==> src/hw/rtl/wgm_pkg.sv <==
// Package for the wildcard glob matcher: sizes, character codes and shared types.
`timescale 1ns / 1ps

package wgm_pkg;

	localparam int MAX_PATTERN = 64;
	localparam int LEN_W       = $clog2(MAX_PATTERN + 1);
	localparam int CHAR_W      = 8;

	localparam logic [CHAR_W-1:0] STAR_CODE  = 8'd42;
	localparam logic [CHAR_W-1:0] QMARK_CODE = 8'd63;

	localparam logic REQ_PATTERN  = 1'b0;
	localparam logic REQ_FILENAME = 1'b1;

	// per-cycle control broadcast to every cell
	typedef struct packed {
		logic fire;
		logic pat_item;
		logic is_last;
		logic has_char;
	} ctl_t;

	// signals handed from one cell to the next
	typedef struct packed {
		logic fwd;   // literal or '?' match moves activity one position right
		logic clo;   // '*' closure: active star position also activates the next
		logic init;  // closure of the start vector over leading stars
	} link_t;

	typedef struct packed {
		logic matched;
		logic pattern_overflow;
	} rsp_t;

endpackage

==> src/hw/rtl/wgm_req_if.sv <==
// Request channel interface: valid/ready with one pattern or filename character.
`timescale 1ns / 1ps

interface wgm_req_if;
	logic       valid;
	logic       ready;
	logic       req_type;
	logic [7:0] char_code;
	logic       has_char;
	logic       is_last;

	modport source (output valid, req_type, char_code, has_char, is_last, input ready);
	modport sink   (input valid, req_type, char_code, has_char, is_last, output ready);
endinterface

==> src/hw/rtl/wgm_rsp_if.sv <==
// Result channel interface: valid/ready with the match outcome.
`timescale 1ns / 1ps

interface wgm_rsp_if;
	logic valid;
	logic ready;
	logic matched;
	logic pattern_overflow;

	modport source (output valid, matched, pattern_overflow, input ready);
	modport sink   (input valid, matched, pattern_overflow, output ready);
endinterface

==> src/hw/rtl/wgm_cell.sv <==
// One pattern position: stored character, its active bit and the links to its neighbor.
`timescale 1ns / 1ps

module wgm_cell import wgm_pkg::*; (
	input  logic              clk,
	input  logic              arst_n,
	input  ctl_t              ctl,
	input  logic              act_rst,
	input  logic              en,
	input  logic              wr,
	input  logic [CHAR_W-1:0] char_code,
	input  link_t             lin,
	output link_t             lout,
	output logic              act_adv
);

	logic [CHAR_W-1:0] char_q;
	logic              star_q;
	logic              qm_q;
	logic              act_q;

	logic star_eff;
	logic stay;
	logic hit;
	logic closed;
	logic act_d;

	// a character written this cycle already counts for the start vector
	assign star_eff  = wr ? (char_code == STAR_CODE) : star_q;
	assign lout.init = en & star_eff & lin.init;

	assign hit      = qm_q | (char_q == char_code);
	assign stay     = en & act_q & star_q;
	assign closed   = stay | lin.fwd | lin.clo;
	assign lout.fwd = en & act_q & ~star_q & hit;
	assign lout.clo = en & star_q & closed;

	assign act_adv = ctl.has_char ? closed : act_q;

	always_comb begin
		priority if (ctl.pat_item || ctl.is_last) begin
			act_d = lin.init;
		end else begin
			act_d = act_adv;
		end
	end

	always_ff @(posedge clk) begin
		if (wr) begin
			char_q <= char_code;
			star_q <= (char_code == STAR_CODE);
			qm_q   <= (char_code == QMARK_CODE);
		end
	end

	always_ff @(posedge clk or negedge arst_n) begin
		if (!arst_n) begin
			act_q <= act_rst;
		end else if (ctl.fire) begin
			act_q <= act_d;
		end
	end

endmodule

==> src/hw/rtl/wgm_out_fifo.sv <==
// Two-entry result buffer between the matcher and the result channel.
`timescale 1ns / 1ps

module wgm_out_fifo import wgm_pkg::*; (
	input  logic             clk,
	input  logic             arst_n,
	input  logic             push,
	input  rsp_t             push_data,
	output logic             full,
	wgm_rsp_if.source        rsp
);

	rsp_t       data0_q;
	rsp_t       data1_q;
	logic [1:0] cnt_q;
	logic       pop;

	assign pop                  = rsp.valid & rsp.ready;
	assign full                 = (cnt_q == 2'd2);
	assign rsp.valid            = (cnt_q != 2'd0);
	assign rsp.matched          = data0_q.matched;
	assign rsp.pattern_overflow = data0_q.pattern_overflow;

	always_ff @(posedge clk) begin
		unique case ({push, pop})
			2'b10: begin
				if (cnt_q == 2'd0) begin
					data0_q <= push_data;
				end else begin
					data1_q <= push_data;
				end
			end
			2'b01: begin
				data0_q <= data1_q;
			end
			2'b11: begin
				if (cnt_q == 2'd1) begin
					data0_q <= push_data;
				end else begin
					data0_q <= data1_q;
					data1_q <= push_data;
				end
			end
			default: begin
			end
		endcase
	end

	always_ff @(posedge clk or negedge arst_n) begin
		if (!arst_n) begin
			cnt_q <= 2'd0;
		end else begin
			unique case ({push, pop})
				2'b10:   cnt_q <= cnt_q + 2'd1;
				2'b01:   cnt_q <= cnt_q - 2'd1;
				default: cnt_q <= cnt_q;
			endcase
		end
	end

endmodule

==> src/hw/rtl/wildcard_glob_match.sv <==
// Wildcard glob matcher: a row of pattern cells updated once per filename character.
// Throughput: one request per cycle while ready is high; the cell row updates all positions together.
// Result: written into the registered output buffer when the last filename request is accepted.
// ready drops only while two results wait in the output buffer.
// Reset: empty pattern, only position zero active; the store is not cleared and
// no clearing pass runs, so the block takes requests right after reset.
`timescale 1ns / 1ps

module wildcard_glob_match import wgm_pkg::*; (
	input  logic      clk,
	input  logic      arst_n,
	wgm_req_if.sink   req,
	wgm_rsp_if.source rsp
);

	logic             fire;
	logic             pat;
	logic             full;
	ctl_t             ctl;

	logic [LEN_W-1:0] len_q;
	logic [LEN_W-1:0] len_base;
	logic [LEN_W-1:0] len_d;
	logic             loading_q;
	logic             ovf_q;
	logic             act_end_q;
	logic             store_ok;

	logic [MAX_PATTERN-1:0] en;
	logic [MAX_PATTERN-1:0] wr;
	logic [MAX_PATTERN:0]   adv;
	link_t                  lnk [MAX_PATTERN+1];

	rsp_t push_data;
	logic push;

	assign req.ready = ~full;
	assign fire      = req.valid & req.ready;
	assign pat       = fire & (req.req_type == REQ_PATTERN);

	assign ctl.fire     = fire;
	assign ctl.pat_item = (req.req_type == REQ_PATTERN);
	assign ctl.is_last  = req.is_last;
	assign ctl.has_char = req.has_char;

	// a pattern request outside a load starts a new pattern
	assign len_base = loading_q ? len_q : '0;
	assign store_ok = (len_base < LEN_W'(MAX_PATTERN));

	always_comb begin
		priority if (pat && req.has_char && store_ok) begin
			len_d = len_base + LEN_W'(1);
		end else if (pat) begin
			len_d = len_base;
		end else begin
			len_d = len_q;
		end
	end

	assign lnk[0] = '{fwd: 1'b0, clo: 1'b0, init: 1'b1};

	for (genvar i = 0; i < MAX_PATTERN; i++) begin : g_cell
		assign en[i] = (LEN_W'(i) < len_d);
		assign wr[i] = pat & req.has_char & (len_base == LEN_W'(i));

		wgm_cell u_cell (
			.clk       (clk),
			.arst_n    (arst_n),
			.ctl       (ctl),
			.act_rst   (1'(i == 0)),
			.en        (en[i]),
			.wr        (wr[i]),
			.char_code (req.char_code),
			.lin       (lnk[i]),
			.lout      (lnk[i+1]),
			.act_adv   (adv[i])
		);
	end

	// position past the last cell
	assign adv[MAX_PATTERN] = req.has_char ? (lnk[MAX_PATTERN].fwd | lnk[MAX_PATTERN].clo)
	                                       : act_end_q;

	assign push                       = fire & (req.req_type == REQ_FILENAME) & req.is_last;
	assign push_data.matched          = adv[len_q];
	assign push_data.pattern_overflow = ovf_q;

	always_ff @(posedge clk or negedge arst_n) begin
		if (!arst_n) begin
			len_q     <= '0;
			loading_q <= 1'b0;
			ovf_q     <= 1'b0;
			act_end_q <= 1'b0;
		end else if (fire) begin
			len_q <= len_d;
			if (pat) begin
				loading_q <= ~req.is_last;
				ovf_q     <= (loading_q & ovf_q) | (req.has_char & ~store_ok);
				act_end_q <= lnk[MAX_PATTERN].init;
			end else begin
				loading_q <= 1'b0;
				act_end_q <= req.is_last ? lnk[MAX_PATTERN].init : adv[MAX_PATTERN];
			end
		end
	end

	wgm_out_fifo u_out_fifo (
		.clk       (clk),
		.arst_n    (arst_n),
		.push      (push),
		.push_data (push_data),
		.full      (full),
		.rsp       (rsp)
	);

endmodule
==> src/flat_wrapper.sv <==
// flat-port wrapper written by rule: the top's interface ports become plain ports
module wildcard_glob_match_flat import wgm_pkg::*;
  (clk, arst_n, req_valid, req_req_type, req_char_code, req_has_char, req_is_last, req_ready, rsp_valid, rsp_matched, rsp_pattern_overflow, rsp_ready);
  wgm_req_if req_i ();
  wgm_rsp_if rsp_i ();
  input  logic clk;
  input  logic arst_n;
  input wire logic [$bits(req_i.valid)-1:0] req_valid;
  input wire logic [$bits(req_i.req_type)-1:0] req_req_type;
  input wire logic [$bits(req_i.char_code)-1:0] req_char_code;
  input wire logic [$bits(req_i.has_char)-1:0] req_has_char;
  input wire logic [$bits(req_i.is_last)-1:0] req_is_last;
  output wire logic [$bits(req_i.ready)-1:0] req_ready;
  output wire logic [$bits(rsp_i.valid)-1:0] rsp_valid;
  output wire logic [$bits(rsp_i.matched)-1:0] rsp_matched;
  output wire logic [$bits(rsp_i.pattern_overflow)-1:0] rsp_pattern_overflow;
  input wire logic [$bits(rsp_i.ready)-1:0] rsp_ready;
  assign req_i.valid = req_valid;
  assign req_i.req_type = req_req_type;
  assign req_i.char_code = req_char_code;
  assign req_i.has_char = req_has_char;
  assign req_i.is_last = req_is_last;
  assign req_ready = req_i.ready;
  assign rsp_valid = rsp_i.valid;
  assign rsp_matched = rsp_i.matched;
  assign rsp_pattern_overflow = rsp_i.pattern_overflow;
  assign rsp_i.ready = rsp_ready;
  wildcard_glob_match u_core (.clk(clk), .arst_n(arst_n), .req(req_i), .rsp(rsp_i));
endmodule
==> config.mk <==
export PLATFORM = sky130hd
export DESIGN_NAME = wildcard_glob_match_flat
export DESIGN_NICKNAME = d
export VERILOG_FILES = /design/src/hw/rtl/wgm_pkg.sv /design/src/hw/rtl/wgm_req_if.sv /design/src/hw/rtl/wgm_rsp_if.sv /design/src/hw/rtl/wgm_cell.sv /design/src/hw/rtl/wgm_out_fifo.sv /design/src/hw/rtl/wildcard_glob_match.sv /design/src/flat_wrapper.sv
export SDC_FILE = /design/constraint.sdc
export NUM_CORES = 1
export LEC_CHECK = 0
export ABC_AREA = 1
export CORE_MARGIN = 1.5
export CORE_UTILIZATION = 31
export CTS_CLUSTER_DIAMETER = 50
export DETAILED_ROUTE_END_ITERATION = 8
export DONT_BUFFER_PORTS = 1
export PLACE_DENSITY = 0.52
export SYNTH_ARGS = -nofsm -noshare
export SYNTH_HDL_FRONTEND = slang
export SYNTH_SLANG_ARGS = --single-unit
==> constraint.sdc <==
create_clock -name clk -period 12.3 [get_ports clk]
set_input_delay 0.615 -clock clk [delete_from_list [all_inputs] [get_ports clk]]
set_output_delay 0.615 -clock clk [all_outputs]
set_load 0.02 [all_outputs]
== Yosys cells after proc, flatten, opt, wreduce, memory -nomap -nowiden ==
Cells that the tools add are included.

* $add $sub $neg: 3
* Order comparisons: 66
* Equal/unequal tests: 137
* Muxes and demuxes: 208
* Bitwise operators: 843
* Reductions and logical operators: 12

{| class="wikitable"
|+ Operator list
! operator !! count
|-
| bitwise AND 1 bit || 583
|-
| == test 8 bit || 64
|-
| == test 7 x 6 -> 1 bit (second input constant) || 32
|-
| less-than comparator 6 x 7 -> 1 bit (first input constant) || 32
|-
| 2-to-1 mux 1 bit || 197
|-
| OR 1 bit || 192
|-
| == test 7 x 5 -> 1 bit (second input constant) || 16
|-
| less-than comparator 5 x 7 -> 1 bit (first input constant) || 16
|-
| inverter 1 bit || 68
|-
| == test 7 x 4 -> 1 bit (second input constant) || 8
|-
| less-than comparator 4 x 7 -> 1 bit (first input constant) || 8
|-
| == test 7 x 3 -> 1 bit (second input constant) || 4
|-
| less-than comparator 3 x 7 -> 1 bit (first input constant) || 4
|-
| 2-to-1 mux 7 bit || 3
|-
| == test 8 x 6 -> 1 bit (second input constant) || 2
|-
| == test 7 x 2 -> 1 bit (second input constant) || 2
|-
| less-than comparator 1 x 7 -> 1 bit (first input constant) || 2
|-
| less-than comparator 2 x 7 -> 1 bit (first input constant) || 2
|-
| less-than comparator 7 x 8 -> 1 bit (second input constant) || 1
|-
| 2-to-1 mux 2 bit || 4
|-
| one-hot mux 2 bit (2 select lines) || 2
|-
| adder 7 x 1 -> 7 bit (second input constant) || 1
|-
| binary-select mux 1 bit (select 7 bit) || 1
|-
| == test 7 x 1 -> 1 bit (second input constant) || 1
|-
| other kinds (15) || 24
|}

* Register bits after elaboration: 720
* Input port bits: 15
* Output and inout bits: 4
* Word-level logic and storage cells: 1534

== Longest topological paths before layout ==
* Depth in word-level cells: 144
* Depth in mapped cells: 151

== Least setup slack after synthesis ==
No wires, ideal clock.

* Path type: register -> register
* From: register u_core.u_out_fifo.cnt_q[0]
* To: register u_core.u_out_fifo.data0_q, in the netlist u_core.u_out_fifo.rsp.matched, data pin
* Setup time: 0.252 ns
* Data arrival time: 8.793 ns
* Path slack: 3.255 ns
* Stages on the path, launching flop included: 151
* Path buffers: 0
* Path through: dfrtp_1 -> inv_1 -> ha_1 -> inv_2 -> nand2_1 -> nor2_2 -> nand2_1 -> nand2_1 -> nand2_1 -> nand2_4 -> nand2_4 -> nor2_4 -> nand3_2 -> nand2_1 -> nand2_1 -> nand2_1 -> nand2_1 -> nand2_1 -> [... 115 more ...] -> nand2_1 -> nand2_1 -> nand2_1 -> nand2_1 -> nand2_2 -> nand3_2 -> nand2_1 -> nand2_1 -> nand2_1 -> nand2_1 -> nand2_1 -> nand2_1 -> nand2_1 -> nand2_1 -> nand2_1 -> nand2_2 -> nand2_1 -> nand2_1

{| class="wikitable"
|+ RTL lines
! item !! line !! RTL
|-
| start: declaration || wgm_out_fifo.sv:15 || <nowiki>logic [1:0] cnt_q;</nowiki>
|-
| start signal: assignment || wgm_out_fifo.sv:54 || <nowiki>2'b10: cnt_q <= cnt_q + 2'd1;</nowiki>
|-
| start signal: assignment || wgm_out_fifo.sv:55 || <nowiki>2'b01: cnt_q <= cnt_q - 2'd1;</nowiki>
|-
| start signal: assignment || wgm_out_fifo.sv:56 || <nowiki>default: cnt_q <= cnt_q;</nowiki>
|-
| end signal: assignment || wgm_out_fifo.sv:28 || <nowiki>data0_q <= push_data;</nowiki>
|-
| end signal: assignment || wgm_out_fifo.sv:34 || <nowiki>data0_q <= data1_q;</nowiki>
|-
| end signal: assignment || wgm_out_fifo.sv:38 || <nowiki>data0_q <= push_data;</nowiki>
|-
| end: declaration || wgm_out_fifo.sv:13 || <nowiki>rsp_t data0_q;</nowiki>
|}

== Worst setup path in the final report ==
* From: register u_core.u_out_fifo.cnt_q[0]
* To: register u_core.g_cell[63].u_cell.act_q

* Word-level cells in the longest chain between the ends: 139
* Elaborated cells between the ends (all ways): 832
* Those cells by class: 64 x order compare; 1 x eq/ne; 67 x mux; 698 x bitwise; 2 x reduce/logical

{| class="wikitable"
|+ RTL lines
! item !! line !! RTL
|-
| == test 2 bit * || wgm_out_fifo.sv:19 || <nowiki>assign full = (cnt_q == 2'd2);</nowiki>
|-
| inverter 1 bit * || wildcard_glob_match.sv:37 || <nowiki>assign req.ready = ~full;</nowiki>
|-
| via req_ready || flat_wrapper.sv:13 || <nowiki>output wire logic [$bits(req_i.ready)-1:0] req_ready;</nowiki>
|-
| bitwise AND 1 bit * || wildcard_glob_match.sv:38 || <nowiki>assign fire = req.valid & req.ready;</nowiki>
|-
| bitwise AND 1 bit || wildcard_glob_match.sv:39 || <nowiki>assign pat = fire & (req.req_type == REQ_PATTERN);</nowiki>
|-
| logical AND 1 bit (2 in series) || wildcard_glob_match.sv:51 || <nowiki>priority if (pat && req.has_char && store_ok) begin</nowiki>
|-
| 2-to-1 mux 7 bit || wildcard_glob_match.sv:51 ||
|-
| less-than comparator 1 x 7 -> 1 bit || wildcard_glob_match.sv:63 || <nowiki>assign en[i] = (LEN_W'(i) < len_d);</nowiki>
|-
| [... 123 more ...] || -- ||
|-
| bitwise AND 1 bit || wgm_cell.sv:36 || <nowiki>assign lout.clo = en & star_q & closed;</nowiki>
|-
| OR 1 bit || wgm_cell.sv:34 || <nowiki>assign closed = stay | lin.fwd | lin.clo;</nowiki>
|-
| bitwise AND 1 bit || wgm_cell.sv:36 ||
|-
| OR 1 bit || wgm_cell.sv:34 ||
|-
| bitwise AND 1 bit || wgm_cell.sv:36 ||
|-
| OR 1 bit || wgm_cell.sv:34 ||
|-
| 2-to-1 mux 1 bit || wgm_cell.sv:38 || <nowiki>assign act_adv = ctl.has_char ? closed : act_q;</nowiki>
|-
| 2-to-1 mux 1 bit || wgm_cell.sv:41 || <nowiki>priority if (ctl.pat_item || ctl.is_last) begin</nowiki>
|-
| end signal: assignment || wgm_cell.sv:58 || <nowiki>act_q <= act_rst;</nowiki>
|-
| end signal: assignment || wgm_cell.sv:60 || <nowiki>act_q <= act_d;</nowiki>
|-
| end: declaration || wgm_cell.sv:20 || <nowiki>logic act_q;</nowiki>
|}

Mark *: on every way through the listed nets, which the timed path passes. The rest lies on a longest branch.
A chain may end at the register's enable or synchronous reset.

==> PnR_summary.wiki <==
{| class="wikitable"
! Metric !! Value
|-
| Startpoint kind of the worst setup timing path || flop
|-
| Result of the run || completed
|-
| Type of destination of the critical path || flop
|-
| R2R Setup Slk || 1.18 ns
|-
| Number of synthesized flops with an enable pin || 580
|-
| Post-Route Utilization || 36.1%
|-
| PnR worst setup slack || 1.18 ns
|-
| Pin count of the biggest net entering global routing || 133
|-
| Most repeated library cell on the critical path || sky130_fd_sc_hd__nand3_1
|-
| PwrDens || 151 nW/µm²
|-
| Final Routed Wirelength || 94.2 mm
|-
| Cell accounting for the most synthesized area || sky130_fd_sc_hd__edfxtp_1
|-
| Final ANT Viol Nets || 0
|-
| Final total negative setup slack || 0 ns
|-
| Initial Utilization || 31.4%
|-
| DRC violation count after routing || 0
|-
| Number of warnings issued by yosys || 0
|-
| First-pass GRT wire length || between 100 and 150 mm
|-
| Register clock-pin slew on the reported worst setup and hold paths || 0.06 ns
|-
| Via count || 23400
|-
| TritonCTS clock tree || yes
|-
| Number of buffer cells added on primary ports || 0
|-
| Antenna violations before repair || 0
|-
| Number of instances in the synthesized netlist || 3185
|-
| Height of the die || 336 µm
|-
| Drt via density || around 5
|-
| Count of final max-slew check failures || 0
|-
| Average wire per standard cell || 19.7 µm
|-
| Max-cap violation count || 0
|-
| Peak supply drop || slightly below 90 µV
|-
| Area contributors post-synth || sky130_fd_sc_hd__edfxtp_1, sky130_fd_sc_hd__xor2_1, sky130_fd_sc_hd__dfrtp_1
|-
| Area of the mapped netlist || 34400 µm²
|-
| Final Hold Viols || 0
|-
| Average instance area after synthesis || 10.8 µm²
|-
| Post-synthesis register bit count || just over 700
|-
| Setup clock skew after layout || 0.0357 ns
|-
| Internal power summed over all cells || 4.41 mW
|-
| Number of global-route vias before repair || about 23000
|-
| Standard-cell row count || 121
|-
| Most common flop cell mapped by yosys || sky130_fd_sc_hd__edfxtp_1
|-
| Cell with the largest stage delay on the worst path || sky130_fd_sc_hd__dfrtp_1
|-
| Sequential share of power || 45.6%
|-
| Max Clock Freq || 0.0899 GHz
|-
| Post-Synth Adder-Cell Area || 0.328%
|-
| Largest buffer count on any clock path || 3
|-
| CTS root buffer || sky130_fd_sc_hd__clkbuf_16
|-
| Hold crit path type || input port to flop
|-
| Number of clock sinks || 720
|-
| Total gr overflow || 0
|-
| Async set or reset register ratio after synthesis || 10.6%
|-
| Overall power after layout || 5.97 mW
|-
| Crit path max fanout || 7
|-
| Dominant combinational cell family by area after synthesis || simple AND/OR/NAND/NOR gates
|-
| Syn-to-layout area delta || 15.0%
|-
| Weighted congestion reported at the end of routability-driven placement || 0.948
|-
| Psw || 1.56 mW
|-
| Required time worst endpoint || 12.88 ns
|-
| Detailed placer's ending HPWL || roughly 58 mm
|-
| Combinational Power Share || 10.3%
|-
| Xor/xnor cell area share of the yosys netlist || 10.2%
|-
| Post-synthesis net count || around 3200
|-
| Shortest period the worst path allows || ~11 ns
|-
| Synthesized-area fraction occupied by and/or/nand/nor cells || between 10% and 20%
|-
| Share of total power consumed by net switching || 26.1%
|-
| Top Ports || 19
|-
| Post-synthesis mux area share || less than 1%
|-
| Headroom to the max-slew limit || 2.89%
|-
| Core Box Area || roughly 110000 µm²
|-
| Portion of the clock cycle consumed by the worst path in the final layout || 90.4%
|-
| Type of the worst setup path || flop to flop
|-
| Data arrival time of the worst path || ~12 ns
|-
| Sequential element share of the synthesized area || 60.0%
|-
| Level count of the clock H-tree || 3
|-
| Net count, final || 3250
|-
| Number of detailed-routing iterations run before antenna repair || 6
|-
| Leakage || roughly 14 nW
|-
| Setup-violating endpoint count in the final report || 0
|-
| Longest individual stage delay on the worst path || 0.38 ns
|-
| Share of the synthesized area in compound gates (AO/OA/AOI/OAI) || a little under a tenth
|-
| Clock latency on the worst-skew pair || 0.68 ns
|-
| Clock network power share || 44.1%
|-
| Number of clock buffers inserted by TritonCTS || 92
|-
| Slew at the pin closest to its max-slew limit || 1.45 ns
|-
| Portion of synthesized cell area occupied by the leading cell type || 50.7%
|-
| X dimension of the die || around 340 µm
|-
| Dpl ws || 0.664 ns
|-
| Fraction of layout instances using a drive strength above 1 || 11.8%
|-
| Number of library cell types mapped by synthesis || 63
|-
| Diode insertion count for antenna repair || 0
|-
| 1st-iter DRT viols || 1870
|-
| Die ar. || 113000 µm²
|-
| GRT Total Usage || 16.6%
|-
| Fin Hold WS || 0.0716 ns
|}
## timing repair
action	CTS	global route
buffers inserted	0	16
resized for setup	0	83
endpoints found under the hold margin	76	0
endpoints found under the setup margin	0	7
hold buffers	2	0
## metal layers
layer	wire length, µm	track usage [%]
met2	41700	25.8
met3	6520	3.53
met5	0	0
met1	43400	23.0
met4	2620	5.61
## cells by family (layout without fill, tap and decap cells)
kind of cell	after synthesis	in the layout
flops	720	720
compound gates	507	507
simple gates	1095	1095
xor+xnor	401	401
mux	1	1
buf+inv	452	572
fa+ha+maj	9	9
## cell usage in the layout (no fill, tap or decap), types with 13 or more instances in the layout
master                        n
sky130_fd_sc_hd__a41oi_1     29
sky130_fd_sc_hd__dfrtp_1     73
sky130_fd_sc_hd__nor3_2      13
sky130_fd_sc_hd__clkbuf_16   94
sky130_fd_sc_hd__o22ai_1     13
sky130_fd_sc_hd__nand3_1     99
sky130_fd_sc_hd__or2_2       35
sky130_fd_sc_hd__edfxtp_1   580
sky130_fd_sc_hd__nand2_1    451
sky130_fd_sc_hd__nor2_1     244
sky130_fd_sc_hd__inv_2       16
sky130_fd_sc_hd__xnor2_1    137
sky130_fd_sc_hd__dfxtp_1     64
sky130_fd_sc_hd__a21oi_1     92
sky130_fd_sc_hd__o32ai_1     39
sky130_fd_sc_hd__nand4_1     36
sky130_fd_sc_hd__nor2_2      14
sky130_fd_sc_hd__buf_4       68
sky130_fd_sc_hd__nor3_1      30
sky130_fd_sc_hd__inv_1      304
sky130_fd_sc_hd__o211ai_1    27
sky130_fd_sc_hd__nor4_1      71
sky130_fd_sc_hd__o221ai_1    30
sky130_fd_sc_hd__o21ai_0    196
sky130_fd_sc_hd__clkbuf_1    19
sky130_fd_sc_hd__xor2_1     264
sky130_fd_sc_hd__nand2_2     50
## worst max-delay path: cells and delay by family (launching register included)
family | cells | cell delay (ns)
AOI/OAI and AO/OA | 3 | 0.54
buffers and inverters | 3 | 0.30
DFF | 1 | 0.38
adders and majority gates | 1 | 0.19
and+or+nand+nor | 60 | 9.57
## worst paths after layout
kind                                                 start                              to  depth (start not counted)
worst max-delay path            u_core.u_out_fifo.cnt_q[0]  u_core.g_cell[63].u_cell.act_q                         67
worst min-delay path                           req_is_last                u_core.loading_q                          1
worst max register to register  u_core.u_out_fifo.cnt_q[0]  u_core.g_cell[63].u_cell.act_q                         67
worst min register to register                u_core.ovf_q    u_core.u_out_fifo.data1_q[0]                          0
max in group asynchronous                           arst_n  u_core.g_cell[56].u_cell.act_q                          2
min in group asynchronous                           arst_n      u_core.u_out_fifo.cnt_q[0]                          2
## area by class of cell
type | count | area, µm²
sequential | 720 | 20600
inverter | 326 | 1240
multi-input combinational | 2013 | 12200
timing repair buffer | 73 | 603
clock inverter | 56 | 543
tap | 1476 | 1850
fill | 10900 | 69800
clock buffer | 117 | 2480
## synth_stat cells (all sizes together), types with 8 or more instances
cell type / instances
edfxtp: 580
nand2: 513
inv: 324
nor2: 266
xor2: 264
o21ai: 203
xnor2: 137
nand3: 113
a21oi: 93
dfrtp: 75
clkbuf: 74
nor4: 72
dfxtp: 64
buf: 52
nor3: 43
o32ai: 39
nand4: 38
or2: 35
o221ai: 30
a41oi: 29
o211ai: 27
o22ai: 13
a22oi: 12
a2111oi: 10
ha: 9
a211oi: 8
## registers in the layout (all words and copies together) (netlist names)
signal                                  count
u_core.u_out_fifo.cnt_q                     2
u_core.loading_q                            1
u_core.u_out_fifo.rsp.matched               1
u_core.act_end_q                            1
u_core.g_cell.u_cell.qm_q                  64
u_core.ovf_q                                1
u_core.g_cell.u_cell.star_q                64
u_core.u_out_fifo.rsp.pattern_overflow      1
u_core.g_cell.u_cell.act_q                 64
u_core.g_cell.u_cell.char_q               512
u_core.len_q                                7
u_core.u_out_fifo.data1_q                   2
## metrics by stage
step / std cells / area [µm²]
2_1_floorplan: 3185 / 34400
3_3_place_gp: 4590 / 36000
3_5_place_dp: 4590 / 36000
4_1_cts: 4765 / 39100
5_1_grt: 4781 / 39500
6_report: 4781 / 39500
## power groups by stage
stage                     Clock (mW)  Combinational [mW]  Sequential [mW]
after floorplan                    0               0.397             2.76
after global placement             0               0.543             2.77
after detailed placement           0               0.546             2.77
after CTS                       2.69               0.557             2.72
after global routing            2.80               0.659             2.72
final                           2.63               0.617             2.72
Note: power is estimated with default switching activity, not from simulation.
